==> src/hw/rtl/stq_pkg.sv <==
package stq_pkg;

    localparam int CAPACITY_DEF = 64;

    localparam int HANDLE_W = 16;
    localparam int TIME_W   = 32;
    localparam int STATUS_W = 3;
    localparam int CMD_W    = 2;

    typedef enum logic [CMD_W-1:0] {
        CMD_ADD    = 2'd0,
        CMD_DELETE = 2'd1,
        CMD_ADJUST = 2'd2,
        CMD_TICK   = 2'd3
    } cmd_t;

    typedef enum logic [STATUS_W-1:0] {
        ST_OK       = 3'd0,
        ST_EXPIRED  = 3'd1,
        ST_NONE     = 3'd2,
        ST_NOTFOUND = 3'd3,
        ST_FULL     = 3'd4,
        ST_DUP      = 3'd5
    } status_t;

    typedef struct packed {
        logic [HANDLE_W-1:0] handle;
        logic [TIME_W-1:0]   expiry;
    } entry_t;

    typedef enum logic [3:0] {
        S_IDLE,
        S_SCAN_RD,
        S_SCAN_EV,
        S_SHUP_RD,
        S_SHUP_WR,
        S_SHDN_RD,
        S_SHDN_WR,
        S_TICK_RD,
        S_TICK_EV,
        S_REPLY
    } state_t;

endpackage

==> src/hw/rtl/sorted_expiry_timer_queue_top.sv <==
// Sorted timer list in one memory with a registered read; one command in flight at a time.
// An add scans for its slot and shifts later entries up; a duplicate add stops at the match;
// a full add replies without a scan; delete shifts later entries down; adjust deletes, then adds.
// Tick reports the expired entries from the head, last beat flagged, then compacts the list.
// s_tready is high again the cycle after a command ends; a wait on m_tready stalls the command.
// Reset (aresetn low, synchronous) empties the list and drops any pending result beat.
module sorted_expiry_timer_queue_top #(
    parameter int CAPACITY = stq_pkg::CAPACITY_DEF
) (
    input  logic                          aclk,
    input  logic                          aresetn,
    input  logic                          s_tvalid,
    output logic                          s_tready,
    // [15:0] handle, [47:16] expire_at, [79:48] now_time
    input  logic [79:0]                   s_tdata,
    // [1:0] cmd
    input  logic [stq_pkg::CMD_W-1:0]     s_tuser,
    output logic                          m_tvalid,
    input  logic                          m_tready,
    // [15:0] out_handle
    output logic [stq_pkg::HANDLE_W-1:0]  m_tdata,
    // [2:0] status
    output logic [stq_pkg::STATUS_W-1:0]  m_tuser,
    output logic                          m_tlast
);
    import stq_pkg::*;

    localparam int AW = (CAPACITY > 1) ? $clog2(CAPACITY) : 1;
    localparam int CW = $clog2(CAPACITY + 1);

    entry_t mem [CAPACITY];
    entry_t rdata_reg;
    logic   rd_en;
    logic   [AW-1:0] rd_addr;
    logic   wr_en;
    logic   [AW-1:0] wr_addr;
    entry_t wr_data;

    state_t state_reg, state_next;
    cmd_t   cmd_reg, cmd_next;
    logic [HANDLE_W-1:0] handle_reg, handle_next;
    logic [TIME_W-1:0]   exp_reg, exp_next;
    logic [TIME_W-1:0]   now_reg, now_next;
    logic [CW-1:0] cnt_reg, cnt_next;
    logic [CW-1:0] idx_reg, idx_next;
    logic [CW-1:0] pos_reg, pos_next;
    logic [CW-1:0] gap_reg, gap_next;
    logic          pos_set_reg, pos_set_next;
    logic          ins_reg, ins_next;
    status_t       rep_reg, rep_next;
    logic          pend_reg, pend_next;
    logic [HANDLE_W-1:0] pend_h_reg, pend_h_next;

    logic          m_valid_reg, m_valid_next;
    status_t       m_status_reg;
    logic [HANDLE_W-1:0] m_handle_reg;
    logic          m_last_reg;

    logic          emit;
    status_t       e_status;
    logic [HANDLE_W-1:0] e_handle;
    logic          e_last;
    logic          slot_free;
    logic [CW-1:0] src_idx;
    logic          in_acc;

    assign slot_free = !m_valid_reg || m_tready;
    assign s_tready  = (state_reg == S_IDLE);
    assign in_acc    = s_tvalid && s_tready;
    assign src_idx   = idx_reg + gap_reg;

    assign m_tvalid = m_valid_reg;
    assign m_tdata  = m_handle_reg;
    assign m_tuser  = m_status_reg;
    assign m_tlast  = m_last_reg;

    always_ff @(posedge aclk) begin
        if (wr_en) begin
            mem[wr_addr] <= wr_data;
        end
        if (rd_en) begin
            rdata_reg <= mem[rd_addr];
        end
    end

    always_ff @(posedge aclk) begin
        if (!aresetn) begin
            state_reg   <= S_IDLE;
            cnt_reg     <= '0;
            pend_reg    <= 1'b0;
            m_valid_reg <= 1'b0;
        end else begin
            state_reg   <= state_next;
            cnt_reg     <= cnt_next;
            pend_reg    <= pend_next;
            m_valid_reg <= m_valid_next;
        end
    end

    always_ff @(posedge aclk) begin
        cmd_reg     <= cmd_next;
        handle_reg  <= handle_next;
        exp_reg     <= exp_next;
        now_reg     <= now_next;
        idx_reg     <= idx_next;
        pos_reg     <= pos_next;
        gap_reg     <= gap_next;
        pos_set_reg <= pos_set_next;
        ins_reg     <= ins_next;
        rep_reg     <= rep_next;
        pend_h_reg  <= pend_h_next;
        if (emit) begin
            m_status_reg <= e_status;
            m_handle_reg <= e_handle;
            m_last_reg   <= e_last;
        end
    end

    always_comb begin
        state_next   = state_reg;
        cmd_next     = cmd_reg;
        handle_next  = handle_reg;
        exp_next     = exp_reg;
        now_next     = now_reg;
        cnt_next     = cnt_reg;
        idx_next     = idx_reg;
        pos_next     = pos_reg;
        gap_next     = gap_reg;
        pos_set_next = pos_set_reg;
        ins_next     = ins_reg;
        rep_next     = rep_reg;
        pend_next    = pend_reg;
        pend_h_next  = pend_h_reg;
        rd_en        = 1'b0;
        rd_addr      = idx_reg[AW-1:0];
        wr_en        = 1'b0;
        wr_addr      = idx_reg[AW-1:0];
        wr_data      = rdata_reg;
        emit         = 1'b0;
        e_status     = rep_reg;
        e_handle     = handle_reg;
        e_last       = 1'b1;

        case (state_reg)
            S_IDLE: begin
                if (in_acc) begin
                    cmd_next     = cmd_t'(s_tuser);
                    handle_next  = s_tdata[15:0];
                    exp_next     = s_tdata[47:16];
                    now_next     = s_tdata[79:48];
                    idx_next     = '0;
                    pos_set_next = 1'b0;
                    pend_next    = 1'b0;
                    case (cmd_t'(s_tuser))
                        CMD_ADD: begin
                            ins_next = 1'b1;
                            if (cnt_reg == CW'(CAPACITY)) begin
                                rep_next   = ST_FULL;
                                state_next = S_REPLY;
                            end else begin
                                state_next = S_SCAN_RD;
                            end
                        end
                        CMD_DELETE, CMD_ADJUST: begin
                            ins_next   = 1'b0;
                            state_next = S_SCAN_RD;
                        end
                        default: begin
                            state_next = S_TICK_RD;
                        end
                    endcase
                end
            end

            S_SCAN_RD: begin
                if (idx_reg < cnt_reg) begin
                    rd_en      = 1'b1;
                    state_next = S_SCAN_EV;
                end else if (ins_reg) begin
                    pos_next   = pos_set_reg ? pos_reg : cnt_reg;
                    idx_next   = cnt_reg;
                    state_next = S_SHUP_RD;
                end else begin
                    rep_next   = ST_NOTFOUND;
                    state_next = S_REPLY;
                end
            end

            S_SCAN_EV: begin
                if (rdata_reg.handle == handle_reg) begin
                    if (ins_reg) begin
                        rep_next   = ST_DUP;
                        state_next = S_REPLY;
                    end else begin
                        gap_next   = CW'(1);
                        state_next = S_SHDN_RD;
                    end
                end else begin
                    // first entry not earlier than the new expiry is the slot
                    if (!pos_set_reg && rdata_reg.expiry >= exp_reg) begin
                        pos_next     = idx_reg;
                        pos_set_next = 1'b1;
                    end
                    idx_next   = idx_reg + CW'(1);
                    state_next = S_SCAN_RD;
                end
            end

            S_SHUP_RD: begin
                if (idx_reg > pos_reg) begin
                    rd_en      = 1'b1;
                    rd_addr    = AW'(idx_reg - CW'(1));
                    state_next = S_SHUP_WR;
                end else begin
                    wr_en        = 1'b1;
                    wr_data.handle = handle_reg;
                    wr_data.expiry = exp_reg;
                    cnt_next     = cnt_reg + CW'(1);
                    rep_next     = ST_OK;
                    state_next   = S_REPLY;
                end
            end

            S_SHUP_WR: begin
                wr_en      = 1'b1;
                idx_next   = idx_reg - CW'(1);
                state_next = S_SHUP_RD;
            end

            S_SHDN_RD: begin
                if (src_idx < cnt_reg) begin
                    rd_en      = 1'b1;
                    rd_addr    = src_idx[AW-1:0];
                    state_next = S_SHDN_WR;
                end else begin
                    cnt_next = cnt_reg - gap_reg;
                    case (cmd_reg)
                        CMD_ADJUST: begin
                            // reinsert under the new expiry
                            ins_next     = 1'b1;
                            idx_next     = '0;
                            pos_set_next = 1'b0;
                            state_next   = S_SCAN_RD;
                        end
                        CMD_DELETE: begin
                            rep_next   = ST_OK;
                            state_next = S_REPLY;
                        end
                        default: begin
                            state_next = S_IDLE;
                        end
                    endcase
                end
            end

            S_SHDN_WR: begin
                wr_en      = 1'b1;
                idx_next   = idx_reg + CW'(1);
                state_next = S_SHDN_RD;
            end

            S_TICK_RD: begin
                if (idx_reg < cnt_reg) begin
                    rd_en      = 1'b1;
                    state_next = S_TICK_EV;
                end else if (slot_free) begin
                    emit       = 1'b1;
                    e_status   = pend_reg ? ST_EXPIRED : ST_NONE;
                    e_handle   = pend_reg ? pend_h_reg : '0;
                    gap_next   = idx_reg;
                    idx_next   = '0;
                    state_next = S_SHDN_RD;
                end
            end

            S_TICK_EV: begin
                if (rdata_reg.expiry < now_reg) begin
                    // hold the previous expired handle until its last flag is known
                    if (!pend_reg || slot_free) begin
                        emit        = pend_reg;
                        e_status    = ST_EXPIRED;
                        e_handle    = pend_h_reg;
                        e_last      = 1'b0;
                        pend_next   = 1'b1;
                        pend_h_next = rdata_reg.handle;
                        idx_next    = idx_reg + CW'(1);
                        state_next  = S_TICK_RD;
                    end
                end else if (slot_free) begin
                    emit       = 1'b1;
                    e_status   = pend_reg ? ST_EXPIRED : ST_NONE;
                    e_handle   = pend_reg ? pend_h_reg : '0;
                    gap_next   = idx_reg;
                    idx_next   = '0;
                    state_next = S_SHDN_RD;
                end
            end

            S_REPLY: begin
                if (slot_free) begin
                    emit       = 1'b1;
                    state_next = S_IDLE;
                end
            end

            default: begin
                state_next = S_IDLE;
            end
        endcase

        if (emit) begin
            m_valid_next = 1'b1;
        end else if (m_tready) begin
            m_valid_next = 1'b0;
        end else begin
            m_valid_next = m_valid_reg;
        end
    end

endmodule

==> config.mk <==
export PLATFORM = sky130hd
export DESIGN_NAME = sorted_expiry_timer_queue_top
export DESIGN_NICKNAME = d
export VERILOG_FILES = /design/src/hw/rtl/stq_pkg.sv /design/src/hw/rtl/sorted_expiry_timer_queue_top.sv
export SDC_FILE = /design/constraint.sdc
export NUM_CORES = 2
export LEC_CHECK = 0
export ABC_AREA = 1
export BUFFER_PORTS_ARGS = -buffer_cell sky130_fd_sc_hd__clkbuf_2
export CAP_MARGIN = 10
export CORE_ASPECT_RATIO = 0.6
export CORE_MARGIN = 2
export CORE_UTILIZATION = 49
export CTS_CLUSTER_SIZE = 20
export DETAILED_ROUTE_END_ITERATION = 8
export PLACE_DENSITY_LB_ADDON = 0.1
export SLEW_MARGIN = 40
export SYNTH_ARGS = -nofsm -noshare
export SYNTH_HDL_FRONTEND = slang
export SYNTH_SLANG_ARGS = --single-unit
==> constraint.sdc <==
create_clock -name aclk -period 10.4 [get_ports aclk]
set_input_delay 0.52 -clock aclk [delete_from_list [all_inputs] [get_ports aclk]]
set_output_delay 0.52 -clock aclk [all_outputs]
set_load 0.005 [all_outputs]
==> After elaboration in Yosys (flattened, before gate mapping) <==
Memories as Yosys holds them, arrays and structs flattened. A register that Yosys moved wholly into a read port is not among the register bits.
Cells that the tools add are included.
W data, S select, Z words.
{ "word_totals": {"ram_bits": 3072, "ff_bits": 157, "word_cells": 200, "out_inout_bits": 22, "mem_count": 1} }
{ "classes": {"muxes": 100, "order_cmp": 5, "n_eq_ne": 38, "n_addsub": 5, "reduce_logical": 33} }
{ "mem_list": {"columns": ["name", "depth", "word_bits", "rd", "rd_clocked_by_memory_dff", "write_ports", "line", "rtl"], "rows": [
  ["mem", 64, 48, 1, 1, 1, "sorted_expiry_timer_queue_top.sv:31", "entry_t mem [CAPACITY];"]
]} }
{ "op_table": {"columns": ["operator", "n"], "rows": [
  ["$mux W7", 22],
  ["$mux W48", 2],
  ["$mux W16", 5],
  ["$pmux W7 S8", 1],
  ["$mux W4", 13],
  ["$mux W3", 14],
  ["$pmux W4 S10", 1],
  ["$ne A2 B2 Y1 const B", 18],
  ["$ge A32 B32 Y1", 1],
  ["$lt A32 B32 Y1", 1],
  ["$pmux W16 S2", 1],
  ["$pmux W7 S2", 2],
  ["$mux W1", 23],
  ["$pmux W7 S3", 1],
  ["$eq A16 B16 Y1", 1],
  ["$eq A4 B3 Y1 const B", 4],
  ["$pmux W4 S2", 2],
  ["$pmux W3 S5", 1],
  ["$add A7 B1 Y7 const B", 2],
  ["$lt A7 B7 Y1", 2],
  ["$mux W6", 2],
  ["$pmux W6 S2", 1],
  ["$reduce_and A6 Y1", 2],
  ["$reduce_and A11 Y1", 1],
  ["32 further kinds", 58]
]} }

==> Longest topological paths before layout <==
{ "logic_depth": {"depth_word": 7, "depth_mapped": 25} }

==> Worst setup path before layout <==
OpenSTA, ideal clock, no wires.
{ "synth_timing": {"path_type": "register to register", "start": "register idx_reg[2]", "end": "memory mem[50][0] (netlist name), enable pin", "slack_ps": 3177, "required_time_ps": 9826, "t_arrival_ps": 6648, "synth_period_minus_slack_ps": 7223, "stages_incl_launch_ff": 11, "path_cell_list": "edfxtp_1 ha_1 a21oi_1 nand2_1 nand2_1 nand2_1 a21oi_1 nor3_1 clkinv_1 nand4_1 nor4_1"} }
{ "synth_between": {"elab_chain_len": 5} }
{ "synth_rtl": {"columns": ["element", "line", "rtl"], "rows": [
  ["start, declared", "sorted_expiry_timer_queue_top.sv:45", "logic [CW-1:0] idx_reg, idx_next;"],
  ["start signal, assigned", "sorted_expiry_timer_queue_top.sv:105", "idx_reg <= idx_next;"],
  ["$gt A7 B7 Y1", "sorted_expiry_timer_queue_top.sv:210", "if (idx_reg > pos_reg) begin"],
  ["$mux W1", "sorted_expiry_timer_queue_top.sv:210", null],
  ["$pmux W1 S2", "sorted_expiry_timer_queue_top.sv:144", "case (state_reg)"],
  ["$mux W1", "sorted_expiry_timer_queue_top.sv:78", "if (wr_en) begin"],
  ["$mux W1 (implied by the code)", "sorted_expiry_timer_queue_top.sv:79", "mem[wr_addr] <= wr_data;"],
  ["end, declared", "sorted_expiry_timer_queue_top.sv:31", null]
]} }
Parallel ways exist; a longest one is shown, timed or not.

==> Worst setup path in the final report <==
{ "layout_timing": {"start": "register idx_reg[0]", "end": "register, netlist name rdata_reg[6]"} }
{ "layout_between": {"elab_chain_len": 4} }
{ "layout_rtl": {"columns": ["element", "line", "rtl"], "rows": [
  ["$add A7 B7 Y7", "sorted_expiry_timer_queue_top.sv:70", "assign src_idx = idx_reg + gap_reg;"],
  ["$lt A7 B7 Y1", "sorted_expiry_timer_queue_top.sv:231", "if (src_idx < cnt_reg) begin"],
  ["$mux W1 or $mux W6 (tied branches)", "sorted_expiry_timer_queue_top.sv:231", null],
  ["$pmux W1 S3 or $pmux W6 S2 (tied branches)", "sorted_expiry_timer_queue_top.sv:144", null]
]} }
Parallel ways exist; a longest one is shown, timed or not.
A chain may end at the register's enable or synchronous reset.

==> results.ini <==
[drt]
drt_iter0_drc=14500
route.detailed.drc=0
via_per_inst=5.90
dr.pass1.iters=7
wl_um=468000
wl_per_cell_um=27.3
ant_nets=0
num_vias=101000

[die]
dieArea_mm2=0.302
die_x_um=708
io_pins=108
rows=155
die_h_um=427
start_util=0.492
coreArea_mm2=0.297

[cells_and_area]
drive_above_1_share=0.0736
fillers=24900
largest_register_ffs=3072
final_util=0.548
syn_to_final_growth_pct=11.5
ff_latch_area_mm2=0.0983
final_common_cell=nand3_1
multi_input_area_mm2=0.0375
layout.nets=13200
final_area_mm2=0.163
layout_common_cells=nand3_1, edfxtp_1, nand2_1

[clocking]
h-tree-depth=5
cts_setup_buffers=0
path_clk_slew_ns=0.07
cts_buffer_depth=4
cts_hold_buf=83
root_buffer=clkbuf_16
cts_tree=yes
cts_buffers=314
clock_latency_ns=0.92
post_cts_resize_count=0
cts_sinks=3277

[global_route]
track_usage=0.304
grt_max_degree=189
grt_pass1_vias=94600
gr-total-overflow=0
antenna_found_initial=7
grt_first_pass_wirelength_um=675000

[timing]
tightest_slew_ns=0.942
finalCritPeriodShare=0.674
setup_ws_ns=3.39
setup-tns-final_ns=0
setup_viol=0
slew_headroom=0.372
finalCriticalPeriod_ns=7.01
hold_viol=0
drv_slew=0
timing.fmax_ghz=0.143
skew_ns=0.0562
rsz0062_at_grt=false

[power_and_ir_drop]
power.share.clock=0.251
power_uw=45300
combPwrFrac=0.372
ir_drop_mv=0.312
p_per_area_mw_per_mm2=279
p_leak_uw=0.0623
seq_power_share=0.377
switching_share=0.396
p_sw_uw=17900
internal-power_uw=27400

[flow_run]
maxCapViolCount=0

[worst_setup_path]
timing.reg2reg.setup_slack_ns=3.39
rr_worst_depth=22
cp-start-kind=flip-flop
arrival_ns=7.77
cp_max_fo=60
path_class=reg2reg
crit_path_end_kind=flip-flop
crit_required_ns=11.16

[synthesis]
synth_top_cells_by_area=edfxtp_1, nand3_1, nand3b_1
syn_area_per_cell_um2=11.2
synth_edf_count=3264
ys.flop_type=edfxtp_1
synth_cell_type_count=45
synthArstFlopShare=0
synth_area_leader_cell=edfxtp_1
ys_ff_latch=3277
yosys.area.top_type_share=0.672
yosys_warnings=0
synth_area_mm2=0.146
synth_nets=13300
synth_cells=13100
ys_seq_area_frac=0.674

[place]
numPortBuffers=107
place_area_mm2=0.152
dp_hpwl_um=237000
place_congestion=0.895
dpl_worst_slack_ns=3.30

[run_status]
outcome=complete, no violations

[hold_path]
min_path_cells=4
hp-class=in2reg

[path summary, 6_finish.rpt]
kind	startpoint	end
worst min register to register	cnt_reg[5]$_SDFFE_PN0P_	cnt_reg[5]$_SDFFE_PN0P_
worst min-delay path	s_tvalid	pend_reg$_SDFFE_PN0P_
worst max register to register	idx_reg[0]$_DFFE_PP_	rdata_reg[6]$_DFFE_PP_
worst max-delay path	idx_reg[0]$_DFFE_PP_	rdata_reg[6]$_DFFE_PP_
[power groups by stage]
stage / Clock [uW] / Sequential, uW / Combinational (uW)
floorplan: 0 / 17400 / 10400
global placement: 0 / 17300 / 16300
detailed placement: 0 / 17300 / 16600
CTS: 11500 / 17100 / 16600
global route: 12000 / 17100 / 18200
finish: 11400 / 17100 / 16800
[final cells by class]
type,count,area share
flip-flops and latches,3277,0.604
multi-input cells,7021,0.231
clock buffers,386,0.0514
inverters,1901,0.0441
repair buffers,491,0.0304
well taps,3925,0.0302
clock inverters,153,0.00842
diodes,6,0.0000924
[metal layers]
metal,part of all wire,vias to the layer above,GRT usage
met3,0.10,719,0.0508
met5,0.000026,-,0
li1,-,45000,-
met4,0.032,2,0.0907
met2,0.43,5323,0.448
met1,0.43,50200,0.462
[through the flow]
stage	hold WS, ns	std cells
6_report	0.0659	17200
5_1_grt	0.0748	17200
4_1_cts	0.0228	17100
3_5_place_dp	0.487	16500
3_3_place_gp	0.476	16500
2_1_floorplan	0.447	13100
[logic make-up after synthesis]
family,share of synthesized area
flops,0.674
xor+xnor,0.00180
fa+ha+maj,0.00885
simple gates,0.231
buf+inv,0.0759
compound gates,0.00844
[cells in the mapped netlist, types with 13 or more instances]
library cell	n
nand3_1	3298
nand3b_1	1148
nand2_1	2033
o21ai_0	71
nor3_1	15
inv_1	1886
a22oi_1	16
nand4_1	29
a21oi_1	55
o211ai_1	30
buf_2	504
edfxtp_1	3264
nor2_1	142
xnor2_1	19
clkbuf_1	297
dfxtp_1	13
ha_1	100
buf_1	49
[worst max-delay path, stage by stage, from the launching register on]
cell	delay, ns
edfxtp_1	0.70
ha_1	0.37
fa_1	0.41
nand3_1	0.10
nand3_1	0.10
a21o_1	0.18
a21oi_1	0.15
xor2_1	0.18
ha_1	0.26
a21o_1	0.19
nor2_1	0.27
nand3_4	0.17
inv_1	0.16
nand2_1	0.12
nand3_4	0.59
buf_4	0.75
buf_4	0.76
nand3_1	0.16
nand3_1	0.10
nand3_1	0.09
nand3_1	0.16
nand3_1	0.45
nand2_1	0.23
(Power assumes the default switching activity.)
